## src/sv/fixed_block_pool_allocator_assert.svh

```systemverilog
// Assertion macros for the fixed block pool allocator.
// Relies on aclk and aresetn being visible where the macros are used.
`ifndef FIXED_BLOCK_POOL_ALLOCATOR_ASSERT_SVH
`define FIXED_BLOCK_POOL_ALLOCATOR_ASSERT_SVH

// Same-cycle implication, checked out of reset.
`define FBPA_ASSERT_IMPLIES(label, ante, cons, msg) \
    label: assert property (@(posedge aclk) disable iff (!aresetn) (ante) |-> (cons)) \
        else $error(msg);

// Next-cycle implication, checked out of reset.
`define FBPA_ASSERT_NEXT(label, ante, cons, msg) \
    label: assert property (@(posedge aclk) disable iff (!aresetn) (ante) |=> (cons)) \
        else $error(msg);

`endif

```

## src/sv/fbpa_pkg.sv

```systemverilog
// Shared types and constants for the fixed block pool allocator.
// No dependencies.
package fbpa_pkg;

    localparam int OFF_W     = 12;
    localparam int REQ_W     = 16;
    localparam int STAT_W    = 2;
    localparam int CNT_OUT_W = 9;

    localparam logic ACT_ALLOC = 1'b0;
    localparam logic ACT_FREE  = 1'b1;

    localparam logic [STAT_W-1:0] STAT_OK        = 2'd0;
    localparam logic [STAT_W-1:0] STAT_EMPTY     = 2'd1;
    localparam logic [STAT_W-1:0] STAT_TOO_LARGE = 2'd2;
    localparam logic [STAT_W-1:0] STAT_BAD_FREE  = 2'd3;

    typedef struct packed {
        logic             action;
        logic [REQ_W-1:0] request_bytes;
        logic [OFF_W-1:0] block_offset;
    } fbpa_in_t;

    typedef struct packed {
        logic [OFF_W-1:0]     granted_offset;
        logic [STAT_W-1:0]    status;
        logic [CNT_OUT_W-1:0] blocks_in_use;
    } fbpa_out_t;

    typedef enum logic [1:0] {
        CS_INIT,
        CS_IDLE,
        CS_CALC,
        CS_COMMIT
    } ctrl_state_t;

    // controller -> datapath
    typedef struct packed {
        logic init_step;
        logic load;
        logic calc;
        logic commit;
    } fbpa_cmd_t;

    // datapath -> controller
    typedef struct packed {
        logic init_last;
        logic out_busy;
    } fbpa_stat_t;

endpackage

```

## src/sv/fixed_block_pool_allocator.sv

```systemverilog
// Fixed block pool allocator, top level: controller plus datapath.
// An accepted beat moves through the calc and commit states; its result beat is loaded, and m_valid set, at commit.
// A new beat is accepted only when the previous one commits, after its registered link-store read in calc.
// Reset: synchronous, active low; then an init sweep writes every link-store entry with
// s_ready low. Depends on fbpa_pkg, fbpa_ctrl, fbpa_dp and fixed_block_pool_allocator_assert.svh.
`include "fixed_block_pool_allocator_assert.svh"

module fixed_block_pool_allocator
    import fbpa_pkg::*;
#(
    parameter int BLOCK_BYTES = 16,   // 1 .. 4096
    parameter int NUM_BLOCKS  = 256   // 2 .. 65536
) (
    input  logic      aclk,
    input  logic      aresetn,
    input  logic      s_valid,
    output logic      s_ready,
    input  fbpa_in_t  s_payload,
    output logic      m_valid,
    input  logic      m_ready,
    output fbpa_out_t m_payload
);

    // Flow per beat:
    //   accept edge   - beat latched into the datapath input register
    //   calc cycle    - link store read at the free head, size/empty/range checks,
    //                   offset-to-index by reciprocal multiply, head-to-offset multiply
    //   commit cycle  - alignment check, head/count update, free pushes its link,
    //                   result beat loaded; the next beat may be accepted on this edge
    // Commit waits while the result register still holds an untaken beat.

    fbpa_cmd_t  cmd;
    fbpa_stat_t stat;

    fbpa_ctrl u_ctrl (
        .aclk    (aclk),
        .aresetn (aresetn),
        .s_valid (s_valid),
        .s_ready (s_ready),
        .stat    (stat),
        .cmd     (cmd)
    );

    fbpa_dp #(
        .BLOCK_BYTES (BLOCK_BYTES),
        .NUM_BLOCKS  (NUM_BLOCKS)
    ) u_dp (
        .aclk      (aclk),
        .aresetn   (aresetn),
        .s_payload (s_payload),
        .cmd       (cmd),
        .stat      (stat),
        .m_valid   (m_valid),
        .m_ready   (m_ready),
        .m_payload (m_payload)
    );

    // no beat taken while the link store is being initialized
    `FBPA_ASSERT_IMPLIES(a_no_accept_in_init, cmd.init_step, !s_ready, "beat accepted during init")
    // an accepted beat always spends a calc cycle before the next accept
    `FBPA_ASSERT_NEXT(a_calc_after_accept, s_valid && s_ready, cmd.calc && !s_ready, "calc skipped")
    // failed requests never carry an offset
    `FBPA_ASSERT_IMPLIES(a_fail_zero_offset, m_valid && (m_payload.status != STAT_OK),
        m_payload.granted_offset == '0, "offset on failed request")

endmodule

```

## src/sv/fbpa_ctrl.sv

```systemverilog
// Sequencer for the pool allocator: link-store init sweep, then calc/commit per beat.
// Depends on fbpa_pkg.
module fbpa_ctrl
    import fbpa_pkg::*;
(
    input  logic       aclk,
    input  logic       aresetn,
    input  logic       s_valid,
    output logic       s_ready,
    input  fbpa_stat_t stat,
    output fbpa_cmd_t  cmd
);

    ctrl_state_t state_reg;
    ctrl_state_t state_next;

    always_ff @(posedge aclk) begin
        if (!aresetn) begin
            state_reg <= CS_INIT;
        end else begin
            state_reg <= state_next;
        end
    end

    always_comb begin
        state_next = state_reg;
        cmd        = '0;
        s_ready    = 1'b0;
        case (state_reg)
            CS_INIT: begin
                cmd.init_step = 1'b1;
                if (stat.init_last) begin
                    state_next = CS_IDLE;
                end
            end
            CS_IDLE: begin
                s_ready = 1'b1;
                if (s_valid) begin
                    cmd.load   = 1'b1;
                    state_next = CS_CALC;
                end
            end
            CS_CALC: begin
                cmd.calc   = 1'b1;
                state_next = CS_COMMIT;
            end
            CS_COMMIT: begin
                // result register must be free before committing
                if (!stat.out_busy) begin
                    cmd.commit = 1'b1;
                    s_ready    = 1'b1;
                    if (s_valid) begin
                        cmd.load   = 1'b1;
                        state_next = CS_CALC;
                    end else begin
                        state_next = CS_IDLE;
                    end
                end
            end
            default: begin
                state_next = CS_INIT;
            end
        endcase
    end

endmodule

```

## src/sv/fbpa_dp.sv

```systemverilog
// Datapath for the pool allocator: link store, head and count registers, result register.
// Depends on fbpa_pkg.
module fbpa_dp
    import fbpa_pkg::*;
#(
    parameter int BLOCK_BYTES = 16,
    parameter int NUM_BLOCKS  = 256
) (
    input  logic       aclk,
    input  logic       aresetn,
    input  fbpa_in_t   s_payload,
    input  fbpa_cmd_t  cmd,
    output fbpa_stat_t stat,
    output logic       m_valid,
    input  logic       m_ready,
    output fbpa_out_t  m_payload
);

    localparam int LINK_W = $clog2(NUM_BLOCKS + 1);
    localparam int IDX_W  = $clog2(NUM_BLOCKS);
    localparam int BB_W   = $clog2(BLOCK_BYTES + 1);
    // offset / BLOCK_BYTES by reciprocal, exact for any OFF_W-bit offset
    localparam int RECIP_S = OFF_W + $clog2(BLOCK_BYTES);
    localparam int M_W     = RECIP_S + 1;
    localparam int QP_W    = OFF_W + M_W;
    localparam logic [M_W-1:0] RECIP_M =
        M_W'(((longint'(1) << RECIP_S) + longint'(BLOCK_BYTES) - 1) / BLOCK_BYTES);
    localparam int BK_W = OFF_W + BB_W;
    localparam int GP_W = LINK_W + BB_W;
    localparam logic [31:0] POOL_BYTES = 32'(longint'(NUM_BLOCKS) * BLOCK_BYTES);
    localparam logic [LINK_W-1:0] NB_LINK = LINK_W'(NUM_BLOCKS);
    localparam logic [IDX_W-1:0]  LAST_IDX = IDX_W'(NUM_BLOCKS - 1);

    logic [LINK_W-1:0] link_mem [NUM_BLOCKS];

    fbpa_in_t          in_reg;
    logic [LINK_W-1:0] head_reg;
    logic [LINK_W-1:0] head_next;
    logic [LINK_W-1:0] used_reg;
    logic [LINK_W-1:0] used_next;
    logic [IDX_W-1:0]  init_cnt_reg;
    logic [LINK_W-1:0] rd_data_reg;
    logic [OFF_W-1:0]  idx_reg;
    logic [OFF_W-1:0]  gran_reg;
    logic              too_large_reg;
    logic              empty_reg;
    logic              in_pool_reg;
    logic              out_valid_reg;
    fbpa_out_t         out_reg;
    fbpa_out_t         out_next;

    logic [QP_W-1:0]   quot_prod;
    logic [BK_W-1:0]   back_prod;
    logic [GP_W-1:0]   gran_prod;
    logic [IDX_W-1:0]  rd_addr;
    logic              wr_en;
    logic [IDX_W-1:0]  wr_addr;
    logic [LINK_W-1:0] wr_data;
    logic              aligned;
    logic              free_ok;

    assign quot_prod = QP_W'(in_reg.block_offset) * QP_W'(RECIP_M);
    assign gran_prod = GP_W'(head_reg) * GP_W'(BLOCK_BYTES);
    assign back_prod = BK_W'(idx_reg) * BK_W'(BLOCK_BYTES);
    assign aligned   = (back_prod == BK_W'(in_reg.block_offset));
    assign rd_addr   = (head_reg < NB_LINK) ? IDX_W'(head_reg) : '0;

    assign free_ok  = (in_reg.action == ACT_FREE) && in_pool_reg && aligned &&
                      (used_reg != '0);

    // commit: next head, count and result beat
    always_comb begin
        head_next = head_reg;
        used_next = used_reg;
        out_next  = '0;
        if (in_reg.action == ACT_ALLOC) begin
            if (too_large_reg) begin
                out_next.status = STAT_TOO_LARGE;
            end else if (empty_reg) begin
                out_next.status = STAT_EMPTY;
            end else begin
                out_next.status         = STAT_OK;
                out_next.granted_offset = gran_reg;
                head_next               = rd_data_reg;
                used_next               = used_reg + LINK_W'(1);
            end
        end else begin
            if (free_ok) begin
                out_next.status = STAT_OK;
                head_next       = LINK_W'(idx_reg);
                used_next       = used_reg - LINK_W'(1);
            end else begin
                out_next.status = STAT_BAD_FREE;
            end
        end
        out_next.blocks_in_use = CNT_OUT_W'(used_next);
    end

    // single write port: init sweep or a free's push
    always_comb begin
        wr_en   = 1'b0;
        wr_addr = init_cnt_reg;
        wr_data = LINK_W'(init_cnt_reg) + LINK_W'(1);
        if (cmd.init_step) begin
            wr_en = 1'b1;
        end else if (cmd.commit && free_ok) begin
            wr_en   = 1'b1;
            wr_addr = IDX_W'(idx_reg);
            wr_data = head_reg;
        end
    end

    always_ff @(posedge aclk) begin
        if (wr_en) begin
            link_mem[wr_addr] <= wr_data;
        end
        if (cmd.calc) begin
            rd_data_reg <= link_mem[rd_addr];
        end
    end

    // payload / pipeline registers
    always_ff @(posedge aclk) begin
        if (cmd.load) begin
            in_reg <= s_payload;
        end
        if (cmd.calc) begin
            idx_reg       <= OFF_W'(quot_prod >> RECIP_S);
            gran_reg      <= OFF_W'(gran_prod);
            too_large_reg <= (32'(in_reg.request_bytes) > 32'(BLOCK_BYTES));
            empty_reg     <= (head_reg >= NB_LINK) || (used_reg >= NB_LINK);
            in_pool_reg   <= (32'(in_reg.block_offset) < POOL_BYTES);
        end
        if (cmd.commit) begin
            out_reg <= out_next;
        end
    end

    // control state
    always_ff @(posedge aclk) begin
        if (!aresetn) begin
            head_reg      <= '0;
            used_reg      <= '0;
            init_cnt_reg  <= '0;
            out_valid_reg <= 1'b0;
        end else begin
            if (cmd.init_step) begin
                init_cnt_reg <= init_cnt_reg + IDX_W'(1);
            end
            if (cmd.commit) begin
                head_reg      <= head_next;
                used_reg      <= used_next;
                out_valid_reg <= 1'b1;
            end else if (m_ready) begin
                out_valid_reg <= 1'b0;
            end
        end
    end

    assign stat.init_last = (init_cnt_reg == LAST_IDX);
    assign stat.out_busy  = out_valid_reg && !m_ready;
    assign m_valid        = out_valid_reg;
    assign m_payload      = out_reg;

endmodule
```

## config.mk

```make
export PLATFORM = sky130hd
export DESIGN_NAME = fixed_block_pool_allocator
export DESIGN_NICKNAME = d
export VERILOG_FILES = /design/src/sv/fbpa_pkg.sv /design/src/sv/fixed_block_pool_allocator.sv /design/src/sv/fbpa_ctrl.sv /design/src/sv/fbpa_dp.sv
export VERILOG_INCLUDE_DIRS = /design/src /design/src/sv
export SDC_FILE = /design/constraint.sdc
export NUM_CORES = 2
export LEC_CHECK = 0
export BUFFER_PORTS_ARGS = -buffer_cell sky130_fd_sc_hd__buf_4
export CAP_MARGIN = 30
export CORE_ASPECT_RATIO = 1.75
export CORE_MARGIN = 5
export CORE_UTILIZATION = 60
export DETAILED_ROUTE_END_ITERATION = 7
export PLACE_DENSITY = 0.76
export SYNTH_ARGS = -nofsm -noshare
export SYNTH_HDL_FRONTEND = slang
export SYNTH_SLANG_ARGS = --single-unit
```

## constraint.sdc

```tcl
create_clock -name aclk -period 48.7 [get_ports aclk]
set_clock_uncertainty 0.15 [all_clocks]
set_input_delay 7.305 -clock aclk [delete_from_list [all_inputs] [get_ports aclk]]
set_output_delay 7.305 -clock aclk [all_outputs]
set_load 0.01 [all_outputs]
```

# Yosys cells after proc, flatten, opt, wreduce, memory -nomap -nowiden
# Memories as Yosys holds them, arrays and structs flattened. A register that Yosys moved wholly into a read port is not among the register bits.
# Index checks and enable logic that the tools add are counted.
# Widths: inputs -> output; s select.
dict set report totals {
  reg_bits 95
  ram_bits 2304
  out_inout_bits 25
  word_cells 83
  memories 1
}
# name depth word_bits rd rd_ports_with_merged_regs write_ports line_no
set memory_table {}
lappend memory_table {u_dp.link_mem 256 9 1 1 1 fbpa_dp.sv:34} ;# logic [LINK_W-1:0] link_mem [NUM_BLOCKS];
dict set report classes {
  n_addsub 4
  order_cmp 4
  eq_ne 11
  n_mux 36
  reduce_logical 12
}
# operator count
set op_table {}
lappend op_table {{$mux 9} 10}
lappend op_table {{$mux 8} 3}
lappend op_table {{$ge 9x9->1 const B} 2}
lappend op_table {{$gt 16x5->1 const B} 1}
lappend op_table {{$mux 2} 7}
lappend op_table {{$mux 1} 13}
lappend op_table {{$eq 12x12->1} 1}
lappend op_table {{$add 8x1->9 const B} 1}
lappend op_table {{$add 9x1->9 const B} 1}
lappend op_table {{$lt 9x9->1 const B} 1}
lappend op_table {{$reduce_bool 9->1} 1}
lappend op_table {{$sub 9x1->9 const B} 1}
lappend op_table {{$add 8x1->8 const B} 1}
lappend op_table {{$eq 8x8->1 const B} 1}
lappend op_table {{$ne 2x2->1 const B} 4}
lappend op_table {{$pmux 2 s4} 1}
lappend op_table {{$eq 2x2->1 const B} 2}
lappend op_table {{$logic_and 1x1->1} 4}
lappend op_table {{$ne 2x1->1 const B} 2}
lappend op_table {{$pmux 1 s2} 2}
lappend op_table {{$reduce_and 4->1} 1}
lappend op_table {{$reduce_and 3->1} 1}
lappend op_table {{$reduce_or 3->1} 1}
lappend op_table {{$eq 2x1->1 const B} 1}
lappend op_table {{other kinds (4)} 4}

# Longest topological paths before layout
dict set report depth {
  depth_word 9
  ltp_mapped 13
  ltp_nobuf 8
}

# Cells and area by module
# A second synthesis with hierarchy kept.
dict set report hier_totals {
  hier_cells 5876
  hier_area_um2 95318.9
}
# module instances cells_each area_each_um2 seq_area_each_um2
set by_module_without_submodules {}
lappend by_module_without_submodules {fbpa_dp 1 5863 95210.1 71979.0}
lappend by_module_without_submodules {fbpa_ctrl 1 13 108.9 40.0}

# Worst setup path after synthesis
# OpenSTA, ideal clock, no wires.
dict set report synth_path {
  path_kind {input port to flip-flop}
  start {input m_ready}
  end {memory u_dp.link_mem[0][1] (netlist name), data pin}
  setup_ns 2.189
  arrival_time_ns 18.697
  required_ns 46.361
  setup_slack_ns 27.664
  cell_stages 7
  n_path_buf 2
  path_cell_list {nand2b_1 nand3_1 inv_1 nand2_1 buf_2 buf_1 o21ai_0}
}
# element line_no
set synth_rtl {}
lappend synth_rtl {{start: declaration} fixed_block_pool_allocator.sv:20} ;# input logic m_ready,
lappend synth_rtl {{end: declaration} fbpa_dp.sv:34}

# Worst setup path after layout
dict set report layout_path {
  start {input m_ready}
  end {output s_ready}
}
dict set report layout_via {
  elab_chain_cells 4
}
# element line_no
set layout_rtl {}
lappend layout_rtl {{$logic_not 1->1} fbpa_dp.sv:161} ;# assign stat.out_busy = out_valid_reg && !m_ready;
lappend layout_rtl {{$logic_and 1x1->1} fbpa_dp.sv:161}
lappend layout_rtl {{$mux 1} fbpa_ctrl.sv:49} ;# if (!stat.out_busy) begin
lappend layout_rtl {{$pmux 1 s2} fbpa_ctrl.sv:29} ;# case (state_reg)
lappend layout_rtl {{end: declaration} fixed_block_pool_allocator.sv:17} ;# output logic s_ready,
# No other way between the ends.

==> results.yml <==
power:
  design_power_total_w: 0.00391
  p_leak_nw: 32.0
  max-vdd-ir-drop_v: 0.0000266
  power_per_cell_area_nw_per_um2: 37.4
floorplanning:
  pin_count: 58
  die_footprint_um2: 168000
  dieHeight_um: 538
  die_width_um: 312
  coreArea_um2: 158000
  initial_core_util: 0.605
  core.rowCount: 193
worst_setup_path:
  timing.critical_path.from: "m_ready"
  crit_path_max_fanout: 3
  cp_data_arrival_time_ns: 7.93
  critical_path.reg2reg.startpoint: "u_dp.head_reg[8]"
  path_class: "input port to primary output"
  cp-start-kind: "input port"
  critical_path_required_ns: 41.24
  end_kind: "primary output"
grt:
  pin_count_of_the_biggest_net_entering_global_routing: 185
  grt_antenna_before_repair: 16
  grt_use_total: 0.350
  grt-ovfl-total: 0
  grt_pass1_wl_mm: 419
  first_global_vias: 57500
cts:
  holdBufCountCts: 0
  clk_pin_slew_ns: 0.06
  tritoncts: "done"
  clock_sinks: 2408
  cts-htree-levels: 4
  cts-buffers-inserted: 197
  cts_buffer_depth: 4
  post_cts_resized: 0
  clk_latency_ns: 0.85
  clock-root-buffer: "sky130_fd_sc_hd__clkbuf_16"
  post_cts.repair.setup_buffers: 0
routing:
  wl_per_cell_um: 37.3
  ant_nets: 0
  detail_route.iter0.violations: 9810
  avgViaCountPerCell: 7.37
  postRouteWirelength_mm: 299
  dr.pass1.iters: 8
  via_count_of_the_routed_design: 59100
  detail_route.drc_violations: 0
layout:
  finalNetCount: 5842
  max_reg_flops: 2304
  layout.cells.most_common: "sky130_fd_sc_hd__edfxtp_1"
  layout.cells.most_common_list: "sky130_fd_sc_hd__edfxtp_1 (2379), sky130_fd_sc_hd__nand2_1 (383), sky130_fd_sc_hd__nor2_1 (341), sky130_fd_sc_hd__mux2i_1 (316), sky130_fd_sc_hd__clkbuf_16 (201)"
  post-route-cell-area_um2: 105000
  area_delta_synth_final_pct: 9.48
  layout_cells_sized_above_1: 0.140
place:
  placedInstanceArea_um2: 98200
  port_buffers: 53
  globalplace.congestion: 1.00
  place.detailed.hpwl_mm: 180
synth:
  synth_sequential_area_ratio: 0.753
  synth.avg_cell_area_um2: 16.5
  synth-warning-count: 0
  ys_ff_latch: 2408
  post_synth_inst_count: 5807
  synthDistinctLibCells: 90
  asyncSetResetFlopFracSynth: 0
  syn-cell-area_um2: 95600
  synth-main-ff-cell: "sky130_fd_sc_hd__edfxtp_1"
  synth_edf_count: 2379
timing:
  setup_viol_count_final: 0
  timing.setup.tns_ns: 0
  maxSlewHeadroom: 0.109
  report.final.slew_viol_count: 0
  actual_slew_at_the_worst_max_slew_pin_ns: 1.34
  fmax_ghz: 0.0650
  hold_ws_ns: 0.347
  finalHoldViolCount: 0
  grt_setup_unrepaired: "false"
  final.min_clock_period_ns: 15.39
  post-route-period-util: 0.316
run:
  maxCapViolCount: 0
hold_path:
  min-delay-path-class: "flip-flop to flip-flop"
  timing.hold.worst.start: "u_dp.in_reg[10]"
outcome:
  result_of_the_run: "finished, final reports clean"
## worst max-delay path, stage by stage
cell	delay (ns)
sky130_fd_sc_hd__buf_4	0.11
sky130_fd_sc_hd__nor2b_1	0.21
sky130_fd_sc_hd__a21boi_0	0.13
sky130_fd_sc_hd__buf_4	0.17
## cell usage after synthesis, drive strengths merged, types with 26 or more instances
| cell | count | area share |
|---|---|---|
| o221ai | 166 | 0.015 |
| o221a | 26 | 0.0031 |
| a311oi | 35 | 0.0032 |
| nand3 | 78 | 0.0041 |
| a21oi | 161 | 0.0084 |
| mux2i | 319 | 0.033 |
| mux4 | 130 | 0.031 |
| clkbuf | 152 | 0.0060 |
| nor2b | 46 | 0.0030 |
| nor2 | 358 | 0.014 |
| nand2 | 386 | 0.015 |
| edfxtp | 2379 | 0.75 |
| or2 | 32 | 0.0021 |
| a22oi | 29 | 0.0023 |
| nand2b | 36 | 0.0024 |
| a211oi | 115 | 0.0090 |
| nor3 | 70 | 0.0037 |
| o21ai | 174 | 0.0091 |
| mux2 | 64 | 0.0075 |
| and2 | 47 | 0.0031 |
| a221oi | 71 | 0.0065 |
| dfxtp | 29 | 0.0061 |
| o22ai | 177 | 0.012 |
| buf | 284 | 0.016 |
| a31oi | 51 | 0.0033 |
| o211ai | 37 | 0.0029 |
## per-layer routing
| metal | up-vias | GRT usage | part of all wire |
|---|---|---|---|
| met1 | 28900 | 0.413 | 0.30 |
| li1 | 23300 | - | - |
| met4 | 12 | 0.284 | 0.10 |
| met3 | 1427 | 0.0935 | 0.13 |
| met2 | 5412 | 0.547 | 0.46 |
| met5 | - | 0 | 0.00029 |
## worst paths after layout
kind	end	slack (ns)	cells past startpoint
worst max-delay path	s_ready	33.31	4
worst min register to register	u_dp.idx_reg[6]	0.35	0
worst max register to register	u_dp.rd_data_reg[5]	42.64	10
worst min-delay path	u_dp.idx_reg[6]	0.35	0
## through the flow
stage	utilization	instances	worst slack (ns)
after floorplan	-	5810	27.66
after global placement	0.620	7626	33.30
after detailed placement	0.621	7641	33.33
after CTS	0.660	7991	33.32
after global routing	0.661	8004	33.30
final	0.662	8024	33.31
## final cells by class
cell class                 count  area [um2]
sequential                  2408       72000
fill                       10200       53500
multi-input combinational   2948       21700
clock buffer                 246        5230
tap                         2047        2560
timing repair buffer         232        2020
clock inverter               104         995
inverter                      18        75.1
antenna                       21        52.6
## cells by family (layout without fill, tap and decap cells)
kind of cell             count (synthesis)  after routing  synth area share
other                                    1             25         0.0000392
XOR/XNOR                                31             31           0.00292
flip-flops                            2408           2408             0.753
AO/OA/AOI/OAI                         1246           1246            0.0934
adder cells (fa/ha/maj)                  4              4          0.000523
AND/OR/NAND/NOR                       1150           1150            0.0554
multiplexers                           513            513            0.0716
buffers and inverters                  454            600            0.0230
## where the power goes
part	switching (W)	internal [W]	total [W]
clock network	0.000712	0.000862	0.00157
logic	0.0000519	0.0000101	0.0000620
registers	0.00000167	0.00227	0.00228
total	0.000765	0.00315	0.00391
Note: power is estimated with default switching activity, not from simulation.
